**src/sv/cdq_pkg.sv**
```systemverilog
// ----------------------------------------------------------------------------
// cdq_pkg
// Shared types and constants for the circular deque: ring size, operation and
// status codes, the request and response payloads, and the internal structs
// that pass between the control logic and the datapath.
// ----------------------------------------------------------------------------
package cdq_pkg;

  // Ring store geometry.
  localparam int unsigned DEPTH  = 16;
  localparam int unsigned IDX_W  = (DEPTH > 1) ? $clog2(DEPTH) : 1;
  localparam int unsigned DATA_W = 32;

  // Operation carried by each request.
  typedef enum logic [1:0] {
    MODE_PUSH_FRONT = 2'd0,
    MODE_PUSH_REAR  = 2'd1,
    MODE_POP_FRONT  = 2'd2,
    MODE_POP_REAR   = 2'd3
  } mode_t;

  // Outcome reported with each response.
  typedef enum logic [1:0] {
    ST_DONE      = 2'd0,
    ST_OVERFLOW  = 2'd1,
    ST_UNDERFLOW = 2'd2
  } status_t;

  typedef logic [IDX_W-1:0] idx_t;

  // Input request payload.
  typedef struct packed {
    mode_t                     mode;
    logic signed [DATA_W-1:0]  push_value;
  } in_req_t;

  // Output response payload.
  typedef struct packed {
    logic signed [DATA_W-1:0]  pop_value;
    status_t                   status;
    logic                      is_empty;
    logic                      is_full;
  } out_rsp_t;

  // Access to the ring store issued by the control logic.
  typedef struct packed {
    logic               we;
    logic               re;
    idx_t               addr;
    logic [DATA_W-1:0]  wdata;
  } ram_req_t;

  // Per-request outcome that travels alongside the store read.
  typedef struct packed {
    status_t  status;
    logic     pop_ok;
    logic     is_empty;
    logic     is_full;
  } step_info_t;

  // Ring index arithmetic with wrap at DEPTH.
  function automatic idx_t wrap_inc(idx_t i);
    idx_t r;
    if (i == idx_t'(DEPTH - 1)) begin
      r = '0;
    end else begin
      r = i + idx_t'(1);
    end
    return r;
  endfunction

  function automatic idx_t wrap_dec(idx_t i);
    idx_t r;
    if (i == '0) begin
      r = idx_t'(DEPTH - 1);
    end else begin
      r = i - idx_t'(1);
    end
    return r;
  endfunction

endpackage

```
**src/sv/cdq_ram.sv**
```systemverilog
// ----------------------------------------------------------------------------
// cdq_ram
// Single-port synchronous RAM with registered read data.
// Contents are undefined until written.
// ----------------------------------------------------------------------------
module cdq_ram #(
  parameter int unsigned DEPTH_P = 16,
  parameter int unsigned WIDTH_P = 32,
  parameter int unsigned ADDR_W  = (DEPTH_P > 1) ? $clog2(DEPTH_P) : 1
) (
  input  logic               clk,
  input  logic               we,
  input  logic               re,
  input  logic [ADDR_W-1:0]  addr,
  input  logic [WIDTH_P-1:0] wdata,
  output logic [WIDTH_P-1:0] rdata
);

  logic [WIDTH_P-1:0] mem [DEPTH_P];
  logic [WIDTH_P-1:0] rdata_r;

  // Write port.
  always_ff @(posedge clk) begin
    if (we) begin
      mem[addr] <= wdata;
    end
  end

  // Registered read port; the data holds until the next read.
  always_ff @(posedge clk) begin
    if (re) begin
      rdata_r <= mem[addr];
    end
  end

  assign rdata = rdata_r;

endmodule

```
**src/sv/cdq_ctrl.sv**
```systemverilog
// ----------------------------------------------------------------------------
// cdq_ctrl
// Head, tail and empty bookkeeping of the deque. For each accepted request it
// decides the outcome, issues at most one store access and updates the
// pointers in the same cycle.
// ----------------------------------------------------------------------------
module cdq_ctrl (
  input  logic                 clk,
  input  logic                 rst_n,
  input  logic                 take,
  input  cdq_pkg::in_req_t     req,
  output cdq_pkg::ram_req_t    ram_req,
  output cdq_pkg::step_info_t  info,
  output logic                 cur_empty
);

  cdq_pkg::idx_t head_r, head_nxt;
  cdq_pkg::idx_t tail_r, tail_nxt;
  logic          empty_r, empty_nxt;
  logic          full_now;
  logic          is_push;

  assign full_now  = !empty_r && (cdq_pkg::wrap_inc(tail_r) == head_r);
  assign is_push   = (req.mode == cdq_pkg::MODE_PUSH_FRONT) ||
                     (req.mode == cdq_pkg::MODE_PUSH_REAR);
  assign cur_empty = empty_r;

  // Outcome, store access and next pointers for the current request.
  always_comb begin
    head_nxt      = head_r;
    tail_nxt      = tail_r;
    empty_nxt     = empty_r;
    ram_req.we    = 1'b0;
    ram_req.re    = 1'b0;
    ram_req.addr  = head_r;
    ram_req.wdata = req.push_value;
    info.status   = cdq_pkg::ST_DONE;
    info.pop_ok   = 1'b0;

    if (is_push) begin
      if (full_now) begin
        info.status = cdq_pkg::ST_OVERFLOW;
      end else if (empty_r) begin
        // First entry always lands in slot zero.
        head_nxt     = '0;
        tail_nxt     = '0;
        empty_nxt    = 1'b0;
        ram_req.we   = take;
        ram_req.addr = '0;
      end else if (req.mode == cdq_pkg::MODE_PUSH_FRONT) begin
        head_nxt     = cdq_pkg::wrap_dec(head_r);
        ram_req.we   = take;
        ram_req.addr = head_nxt;
      end else begin
        tail_nxt     = cdq_pkg::wrap_inc(tail_r);
        ram_req.we   = take;
        ram_req.addr = tail_nxt;
      end
    end else begin
      if (empty_r) begin
        info.status = cdq_pkg::ST_UNDERFLOW;
      end else begin
        info.pop_ok  = 1'b1;
        ram_req.re   = take;
        ram_req.addr = (req.mode == cdq_pkg::MODE_POP_FRONT) ? head_r : tail_r;
        if (head_r == tail_r) begin
          // Last entry removed: pointers return to the origin.
          head_nxt  = '0;
          tail_nxt  = '0;
          empty_nxt = 1'b1;
        end else if (req.mode == cdq_pkg::MODE_POP_FRONT) begin
          head_nxt = cdq_pkg::wrap_inc(head_r);
        end else begin
          tail_nxt = cdq_pkg::wrap_dec(tail_r);
        end
      end
    end

    info.is_empty = empty_nxt;
    info.is_full  = !empty_nxt && (cdq_pkg::wrap_inc(tail_nxt) == head_nxt);
  end

  // Pointer and flag registers advance only on an accepted request.
  always_ff @(posedge clk) begin
    if (!rst_n) begin
      head_r  <= '0;
      tail_r  <= '0;
      empty_r <= 1'b1;
    end else if (take) begin
      head_r  <= head_nxt;
      tail_r  <= tail_nxt;
      empty_r <= empty_nxt;
    end
  end

endmodule

```
**src/sv/circular_deque.sv**
```systemverilog
// ----------------------------------------------------------------------------
// circular_deque
// Double-ended queue of signed 32-bit words held in a ring store RAM.
// Push and pop at either end; every request yields one response with status
// and the empty and full flags after the step.
//
//   Channel   Ports                        Direction  Payload
//   request   in_valid  in_stall  in_req    in         mode, push_value
//   response  out_valid out_stall out_rsp   out        pop_value, status,
//                                                      is_empty, is_full
//
// One request per cycle is sustained while the output is not stalled; each
// response passes through the store read stage, then the output register.
// The single store port is used at most once per request, so a push followed by a pop
// of the same slot reads the written value with no forwarding needed.
// Reset clears the pointers and marks the deque empty; no clearing pass.
// A stalled output holds the store stage, which in turn stalls the input.
// ----------------------------------------------------------------------------
module circular_deque (
  input  logic              clk,
  input  logic              rst_n,
  input  logic              in_valid,
  output logic              in_stall,
  input  cdq_pkg::in_req_t  in_req,
  output logic              out_valid,
  input  logic              out_stall,
  output cdq_pkg::out_rsp_t out_rsp
);

  cdq_pkg::ram_req_t   ram_req;
  cdq_pkg::step_info_t step_info;
  cdq_pkg::step_info_t s1_info_r;
  logic                s1_valid_r;
  logic                s1_adv;
  logic                take;
  logic                cur_empty;
  logic [cdq_pkg::DATA_W-1:0] rdata;
  cdq_pkg::out_rsp_t   out_rsp_r, out_rsp_nxt;
  logic                out_valid_r;

  // Handshake: the store stage moves on when the output register is empty or not stalled.
  assign s1_adv   = !out_valid_r || !out_stall;
  assign in_stall = s1_valid_r && !s1_adv;
  assign take     = in_valid && !in_stall;

  cdq_ctrl u_ctrl (
    .clk       (clk),
    .rst_n     (rst_n),
    .take      (take),
    .req       (in_req),
    .ram_req   (ram_req),
    .info      (step_info),
    .cur_empty (cur_empty)
  );

  cdq_ram #(
    .DEPTH_P (cdq_pkg::DEPTH),
    .WIDTH_P (cdq_pkg::DATA_W),
    .ADDR_W  (cdq_pkg::IDX_W)
  ) u_ram (
    .clk   (clk),
    .we    (ram_req.we),
    .re    (ram_req.re),
    .addr  (ram_req.addr),
    .wdata (ram_req.wdata),
    .rdata (rdata)
  );

  // Store stage: outcome waits here while the read completes.
  always_ff @(posedge clk) begin
    if (!rst_n) begin
      s1_valid_r <= 1'b0;
    end else if (take) begin
      s1_valid_r <= 1'b1;
    end else if (s1_adv) begin
      s1_valid_r <= 1'b0;
    end
  end

  always_ff @(posedge clk) begin
    if (take) begin
      s1_info_r <= step_info;
    end
  end

  // Response assembly: pop data only for a successful pop.
  always_comb begin
    out_rsp_nxt.pop_value = s1_info_r.pop_ok ? rdata : '0;
    out_rsp_nxt.status    = s1_info_r.status;
    out_rsp_nxt.is_empty  = s1_info_r.is_empty;
    out_rsp_nxt.is_full   = s1_info_r.is_full;
  end

  // Output register.
  always_ff @(posedge clk) begin
    if (!rst_n) begin
      out_valid_r <= 1'b0;
    end else if (s1_adv) begin
      out_valid_r <= s1_valid_r;
    end
  end

  always_ff @(posedge clk) begin
    if (s1_adv && s1_valid_r) begin
      out_rsp_r <= out_rsp_nxt;
    end
  end

  assign out_valid = out_valid_r;
  assign out_rsp   = out_rsp_r;

  // A pop accepted on an empty deque must report underflow.
  a_underflow: assert property (@(posedge clk) disable iff (!rst_n)
    (take && cur_empty &&
     (in_req.mode == cdq_pkg::MODE_POP_FRONT || in_req.mode == cdq_pkg::MODE_POP_REAR))
    |=> (s1_info_r.status == cdq_pkg::ST_UNDERFLOW))
    else $error("pop on empty deque did not report underflow");

  // Refused operations return no data.
  a_refused_zero: assert property (@(posedge clk) disable iff (!rst_n)
    (out_valid_r && out_rsp_r.status != cdq_pkg::ST_DONE) |-> (out_rsp_r.pop_value == '0))
    else $error("refused request returned nonzero data");

  // Empty and full cannot both be reported.
  a_flags: assert property (@(posedge clk) disable iff (!rst_n)
    out_valid_r |-> !(out_rsp_r.is_empty && out_rsp_r.is_full))
    else $error("response reports empty and full together");

  // A blocked store stage keeps its outcome.
  a_s1_hold: assert property (@(posedge clk) disable iff (!rst_n)
    (s1_valid_r && !s1_adv) |=> (s1_valid_r && $stable(s1_info_r)))
    else $error("store stage changed while blocked");

endmodule
```
**config.mk**
```make
export PLATFORM = sky130hd
export DESIGN_NAME = circular_deque
export DESIGN_NICKNAME = d
export VERILOG_FILES = /design/src/sv/cdq_pkg.sv /design/src/sv/cdq_ram.sv /design/src/sv/cdq_ctrl.sv /design/src/sv/circular_deque.sv
export SDC_FILE = /design/constraint.sdc
export NUM_CORES = 1
export LEC_CHECK = 0
export BUFFER_PORTS_ARGS = -buffer_cell sky130_fd_sc_hd__buf_2
export CAP_MARGIN = 40
export CELL_PAD_IN_SITES_DETAIL_PLACEMENT = 1
export CELL_PAD_IN_SITES_GLOBAL_PLACEMENT = 1
export CORE_MARGIN = 2
export CORE_UTILIZATION = 40
export CTS_CLUSTER_DIAMETER = 30
export DETAILED_ROUTE_END_ITERATION = 8
export HOLD_SLACK_MARGIN = 0.06
export MAX_ROUTING_LAYER = met4
export PLACE_DENSITY_LB_ADDON = 0.1
export SLEW_MARGIN = 40
export SYNTH_ARGS = -nofsm -noshare
export SYNTH_HDL_FRONTEND = slang
export SYNTH_SLANG_ARGS = --single-unit
```
**constraint.sdc**
```tcl
create_clock -name clk -period 4.52 [get_ports clk]
set_clock_uncertainty 0.2 [all_clocks]
set_input_delay 0.452 -clock clk [delete_from_list [all_inputs] [get_ports clk]]
set_output_delay 0.452 -clock clk [all_outputs]
set_load 0.01 [all_outputs]
```
==> metrics.cfg, run 1 <==
[global_routing]
antenna_found_initial = 1
grt_overflow_total = 0
grt_pass1_wl_um = 93500
grtUsageTotal = 0.220
grt_pass1_vias = 14390
grt_max_degree = 51

[setup_path]
startpoint_type = flop
end_kind = flop
crit_arrival_ns = 4.39
worst-setup-path-type = flop to flop
worstPathRequired_ns = 4.75
path_max_fanout = 50
r2r_slack_ns = 0.36

[synthesis]
yosys_most_used_dff = edfxtp_1
synthSimpleGateAreaFrac = 0.0456
yosysSeqAreaShare = 0.757
yosys_warnings = 0
synth_adder_area_share = 0.00266
synth-xor-area-share = 0.00549
synth_compound_area_frac = 0.0607
yosysUniqueCellTypes = 68
ys_ff_latch = 596
synth_edf_count = 585
avgSynthCellArea_um2 = 17.2
syn_area_um2 = 23500
synth_fp_nets = 1410
synth_top_family_by_area = multiplexers
syn_inst = 1367
async_flop_share = 0
synthMuxAreaShare = 0.110

[clock_tree]
numCtsBuffers = 134
h-tree-depth = 4
clk_root_buffer_cell = clkbuf_16
clock_sinks = 596
clock_latency_ns = 0.70
cts.reportedPaths.clkPinSlew_ns = 0.05
clockBufferDepth = 3
cts_tree = built

[timing]
hold_ws_ns = 0.187
setup_tns_ns = 0
maxSlewViolCount = 0
rsz0062_at_grt = false
period_needed_ns = 4.16
hold_viol = 0
worst_slew_pin_slew_ns = 0.813
fmax_mhz = 240
max_slew_margin = 0.451
fin_crit_sh = 0.921
setup_viol_count_final = 0

[power]
power.total_mw = 16.6
power_density_nw_per_um2 = 550
p_int_mw = 13.1
seqPwrFrac = 0.374
vdd_drop_max_mv = 0.438
p_sw_frac = 0.214
comb_power_share = 0.058
p_switching_mw = 3.56
power.share.clock = 0.568
p_leak_nw = 10.2

[floorplanning]
fp.dieH_um = 246
fp.dieW_um = 246
design.core.area_um2 = 57900
floorplan.initialDensity = 0.405
dieArea_um2 = 60700
core.rowCount = 88
io_pins = 76

[flow_run]
cap_violations = 0

[drt]
routed_wl_um = 63200
wl_per_cell_um = 25.4
num_vias = 13476
ant_nets = 0
post-route-drc-count = 0
drt_iter0_markers = 805
dr.pass1.iters = 5
vias_per_cell = 5.42

[finish]
drive_above_1_share = 0.229
syn_to_final_growth_pct = 28.8
nets = 1660

[placement]
io_buffers = 75
hpwlAfterDp_um = 34800
place_congestion = 0.852

[min_path]
hold_path.class = input port to flop

[outcome]
outcome = completed

[power groups by stage]
stage | logic [mW] | registers, mW | clock network [mW]
after global placement | 0.921 | 6.32 | 0
after floorplan | 0.543 | 6.32 | 0
after CTS | 0.969 | 6.23 | 9.61
after global routing | 1.04 | 6.23 | 9.88
final | 0.960 | 6.23 | 9.46
after detailed placement | 0.938 | 6.32 | 0
[registers in the layout, indices dropped and copies added, names as in the netlist]
name              flops
s1_valid_r            1
u_ctrl.cur_empty      1
u_ram.rdata          32
u_ram.mem           512
out_rsp              36
out_rsp_nxt           4
out_valid             1
u_ctrl.tail_r         4
s1_info_r             1
u_ctrl.head_r         4
[cells in the final DEF (no fill, tap or decap), types with 11 or more instances in the layout]
cell | netlist | final
dlygate4sd3_1 | 0 | 37
clkbuf_1 | 28 | 16
clkinv_1 | 1 | 23
mux2i_1 | 257 | 256
and2_1 | 35 | 35
buf_2 | 46 | 75
o22ai_1 | 130 | 130
or4_1 | 35 | 35
bufinv_16 | 0 | 17
clkinv_2 | 0 | 23
clkbuf_16 | 0 | 139
buf_4 | 1 | 68
nand2_1 | 27 | 27
inv_1 | 16 | 16
dfxtp_1 | 11 | 11
nor2_4 | 0 | 17
a21oi_1 | 14 | 14
edfxtp_1 | 585 | 585
nor2_1 | 34 | 17
buf_12 | 0 | 13
[worst max-delay path, cell delays in order, from the launching register on]
cell	delay, ns
dfxtp_1	0.56
ha_1	0.34
xor3_1	0.31
nor3_4	0.30
o211ai_4	0.21
nand2_4	0.18
mux2i_4	0.31
buf_12	0.23
buf_12	0.33
mux2i_1	0.26
o22ai_1	0.09
or4_1	0.51
[final timing paths]
check	start	endpoint	depth (start not counted)
max reg2reg	u_ctrl.tail_r[0]$_SDFFE_PN0P_	u_ram.rdata[14]$_DFFE_PP_	11
min	in_req[33]	s1_info_r[2]$_SDFFCE_PN0P_	3
max	u_ctrl.tail_r[0]$_SDFFE_PN0P_	u_ram.rdata[14]$_DFFE_PP_	11
min reg2reg	out_rsp_nxt[3]$_SDFFCE_PN0P_	out_rsp[3]$_DFFE_PP_	0
[metal layers]
| layer | up-vias | part of all wire | track usage | wire length, µm |
|---|---|---|---|---|
| met5 | - | 0 | - | 0 |
| met4 | 0 | 0.024 | 0.0813 | 1520 |
| met3 | 121 | 0.039 | 0.0438 | 2470 |
| met2 | 312 | 0.48 | 0.345 | 30500 |
| met1 | 6998 | 0.45 | 0.285 | 28600 |
| li1 | 6045 | - | - | - |
[synthesized netlist by cell type, types with 2 or more instances]
cell type / count / area, µm²
nor2b_1: 7 / 43.8
dfxtp_1: 11 / 220
a21boi_0: 3 / 22.5
buf_2: 46 / 230
a2111oi_0: 2 / 17.5
nor2_1: 34 / 128
buf_1: 5 / 18.8
o21ai_0: 8 / 40.0
inv_1: 16 / 60.1
nand2b_1: 6 / 37.5
o32a_1: 2 / 20.0
nor3b_1: 2 / 15.0
o2111ai_1: 4 / 35.0
or3_1: 4 / 25.0
a31oi_1: 6 / 37.5
mux2i_1: 257 / 2570
clkbuf_1: 28 / 105
a211oi_1: 5 / 37.5
ha_1: 5 / 62.6
o21a_1: 3 / 22.5
o221ai_1: 2 / 17.5
or2_2: 2 / 12.5
edfxtp_1: 585 / 17600
o31ai_1: 6 / 45.0
nand2_1: 27 / 101
nand3_1: 12 / 60.1
xnor2_1: 10 / 87.6
o211a_1: 4 / 40.0
xor2_1: 2 / 17.5
and2_1: 35 / 219
o22ai_1: 130 / 813
o211ai_1: 6 / 45.0
nand4_1: 4 / 25.0
and3_1: 4 / 25.0
a21oi_1: 14 / 70.1
nor3_1: 4 / 20.0
or4_1: 35 / 263
[what timing repair did]
| action | 4_1_cts | 5_1_grt |
|---|---|---|
| endpoints found under the hold margin | 523 | 0 |
| resized for setup | 0 | 1 |
| setup buffers | 0 | 0 |
| hold buffers | 37 | 0 |
| endpoints found under the setup margin | 0 | 8 |
[per-stage QoR]
| stage | instance area [µm²] | worst slack [ns] | std cells | utilization |
|---|---|---|---|---|
| after floorplan | 23500 | 0.462 | 1367 | - |
| after global placement | 25400 | 0.409 | 2207 | 0.438 |
| after detailed placement | 25400 | 0.297 | 2208 | 0.439 |
| after CTS | 30200 | 0.311 | 2483 | 0.522 |
| after global routing | 30300 | 0.0415 | 2485 | 0.522 |
| final | 30300 | 0.359 | 2486 | 0.522 |
[logic make-up after synthesis]
| logic type | Yosys count |
|---|---|
| adders and majority gates | 5 |
| DFF | 596 |
| muxes | 257 |
| buffers and inverters | 98 |
| xor gates and xnor gates | 13 |
| and+or+nand+nor | 186 |
| AOI/OAI and AO/OA | 212 |
[area by class of cell]
type                    instances  area (µm²)
fillers                      5401       27700
flip-flops and latches        596       17800
multi-input cells             673        5440
clock buffers                 155        3540
repair buffers                195        1550
well taps                     765         957
clock inverters                83         911
inverters                      17        63.8
diodes                          2        5.00
No activity file was read; power rests on OpenSTA's default activity.
==> inputs of run 2 (changes only) <==
- CORE_UTILIZATION: 40 -> 53
- PLACE_DENSITY: not set -> 0.84
- PLACE_DENSITY_LB_ADDON: 0.1 -> not set
- RECOVER_POWER: not set -> 100
==> metrics.cfg, run 2 (synthesized netlist as in run 1, its figures left out) <==
[timing]
max_slew_margin = -0.408
worst_slew_pin_slew_ns = 2.11
rsz0062_at_grt = false
period_needed_ns = 4.40
hold_viol = 0
setup_tns_ns = 0
setup_viol_count_final = 0
fmax_mhz = 227
fin_crit_sh = 0.973
maxSlewViolCount = 49

[clock_tree]
cts_setup_buffers = 0
clock_latency_ns = 0.64
cts.reportedPaths.clkPinSlew_ns = 0.05
clock_sinks = 596
numCtsBuffers = 108
cts_tree = built
clk_root_buffer_cell = clkbuf_16
clockBufferDepth = 3
h-tree-depth = 3

[setup_path]
worstPathRequired_ns = 4.58
rr_startpoint = u_ctrl.tail_r[1]$_SDFFE_PN0P_
end_kind = flop
cp_slowest_cell = dfxtp_1
crit_arrival_ns = 4.46
cpPeakStageDelay_ns = 0.54
reg2reg_depth = 11
startpoint = u_ctrl.tail_r[1]$_SDFFE_PN0P_
r2r_slack_ns = 0.12
startpoint_type = flop
worstSetupEndpoint = u_ram.mem[0][29]$_DFFE_PP_
timing.rr.end = u_ram.mem[0][29]$_DFFE_PP_
cp_cell_sequence = inv_1 > ha_1 > xor2_1 > nor3_4 > o211a_1 > buf_4 > nor3_1 > a21o_1 > nand2_1 > nor2_1 > clkbuf_2
worst-setup-path-type = flop to flop
path_max_fanout = 10

[floorplanning]
fp.dieW_um = 214
io_pins = 76
core.rowCount = 77
dieArea_um2 = 46000
fp.dieH_um = 214
design.core.area_um2 = 43900
floorplan.initialDensity = 0.535

[outcome]
outcome = finished, violations left
failed_checks = max-capacitance violations, max-slew violations

[power]
seqPwrFrac = 0.394
comb_power_share = 0.064
power.total_mw = 15.8
p_switching_mw = 3.70
power.share.clock = 0.542
p_int_mw = 12.1
vdd_drop_max_mv = 0.371
power_density_nw_per_um2 = 541
p_leak_nw = 9.56
p_sw_frac = 0.234

[finish]
final_common_cell = edfxtp_1
syn_to_final_growth_pct = 24.3
utilization = 0.665
multi_input_area_um2 = 5330
drive_above_1_share = 0.166
largest_reg_flops = 512
regMostFlops = u_ram.mem
final_cell_mix = 585 x edfxtp_1, 256 x mux2i_1, 130 x o22ai_1
fillCellCount = 3777
nets = 1624
register_area_um2 = 17800

[global_routing]
grt_overflow_total = 0
grtUsageTotal = 0.347
grt_pass1_vias = 15883
grt_pass1_wl_um = 112000
top_usage_layer = met2
grt_max_degree = 61
antenna_found_initial = 1
use_met2 = 0.565
grt_use_met3 = 0.0687
use_met1 = 0.416

[drt]
dr.pass1.iters = 5
num_vias = 14877
drt_iter0_markers = 1829
ant_nets = 0
routed_wl_um = 76900
vias_per_cell = 6.56
post-route-drc-count = 0
wl_per_cell_um = 33.9

[flow_run]
cap_violations = 2

[placement]
io_buffers = 75
place_congestion = 0.884
hpwlAfterDp_um = 36700

[min_path]
hold_path.class = input port to flop

run 2: layout make-up:
cell class	instances	share of cell area
clock buffer	121	0.0957
sequential	596	0.609
multi-input combinational	673	0.183
clock inverter	82	0.0347
antenna	1	0.0000857
tap	592	0.0254
timing repair buffer	185	0.0502
inverter	17	0.00219
run 2: worst min-delay path by stage:
stage	slack, ns	endpoint	cells past startpoint	from
floorplan	0.20	out_rsp[0]$_DFFE_PP_	0	out_rsp_nxt[0]$_DFFE_PP_
global placement	0.20	out_rsp[3]$_DFFE_PP_	0	out_rsp_nxt[3]$_SDFFCE_PN0P_
detailed placement	0.22	out_rsp[0]$_DFFE_PP_	0	out_rsp_nxt[0]$_DFFE_PP_
CTS	0.19	out_rsp_nxt[2]$_SDFFCE_PP0P_	2	in_req[33]
global route	0.22	out_rsp_nxt[2]$_SDFFCE_PP0P_	2	in_req[33]
finish	0.22	out_rsp_nxt[2]$_SDFFCE_PP0P_	2	in_req[33]
run 2: layer usage:
layer  share of wire  wire, µm
met2            0.49     38100
met4           0.051      3920
met5               0         0
met1            0.37     28400
met3           0.084      6500
run 2: per-stage QoR:
step	area [µm²]	cells	hold WS, ns	worst slack (ns)
2_1_floorplan	23500	1367	0.200	0.462
3_3_place_gp	25300	2026	0.204	0.455
3_5_place_dp	25300	2026	0.217	0.268
4_1_cts	29500	2266	0.192	0.103
5_1_grt	29200	2267	0.221	0.0376
6_report	29200	2267	0.216	0.121
run 2: power by group through the flow:
| stage | combinational [mW] | sequential, mW | clock [mW] |
|---|---|---|---|
| 2_1_floorplan | 0.543 | 6.32 | 0 |
| 3_3_place_gp | 0.882 | 6.32 | 0 |
| 3_5_place_dp | 0.932 | 6.32 | 0 |
| 4_1_cts | 1.01 | 6.22 | 8.53 |
| 5_1_grt | 1.06 | 6.23 | 8.85 |
| 6_report | 1.01 | 6.23 | 8.55 |
run 2: worst max-delay path, delay by kind of cell (launching register included):
family | cells | cell delay [ns]
AO/OA/AOI/OAI | 2 | 0.59
XOR/XNOR | 1 | 0.33
adder cells (fa/ha/maj) | 1 | 0.39
buffers and inverters | 3 | 0.91
flip-flops | 1 | 0.54
AND/OR/NAND/NOR | 4 | 1.08
run 2: timing repair:
action	4_1_cts	5_1_grt
resized for setup	0	2
hold buffers	37	0
endpoints found under the hold margin	523	0
setup endpoints to repair	0	14
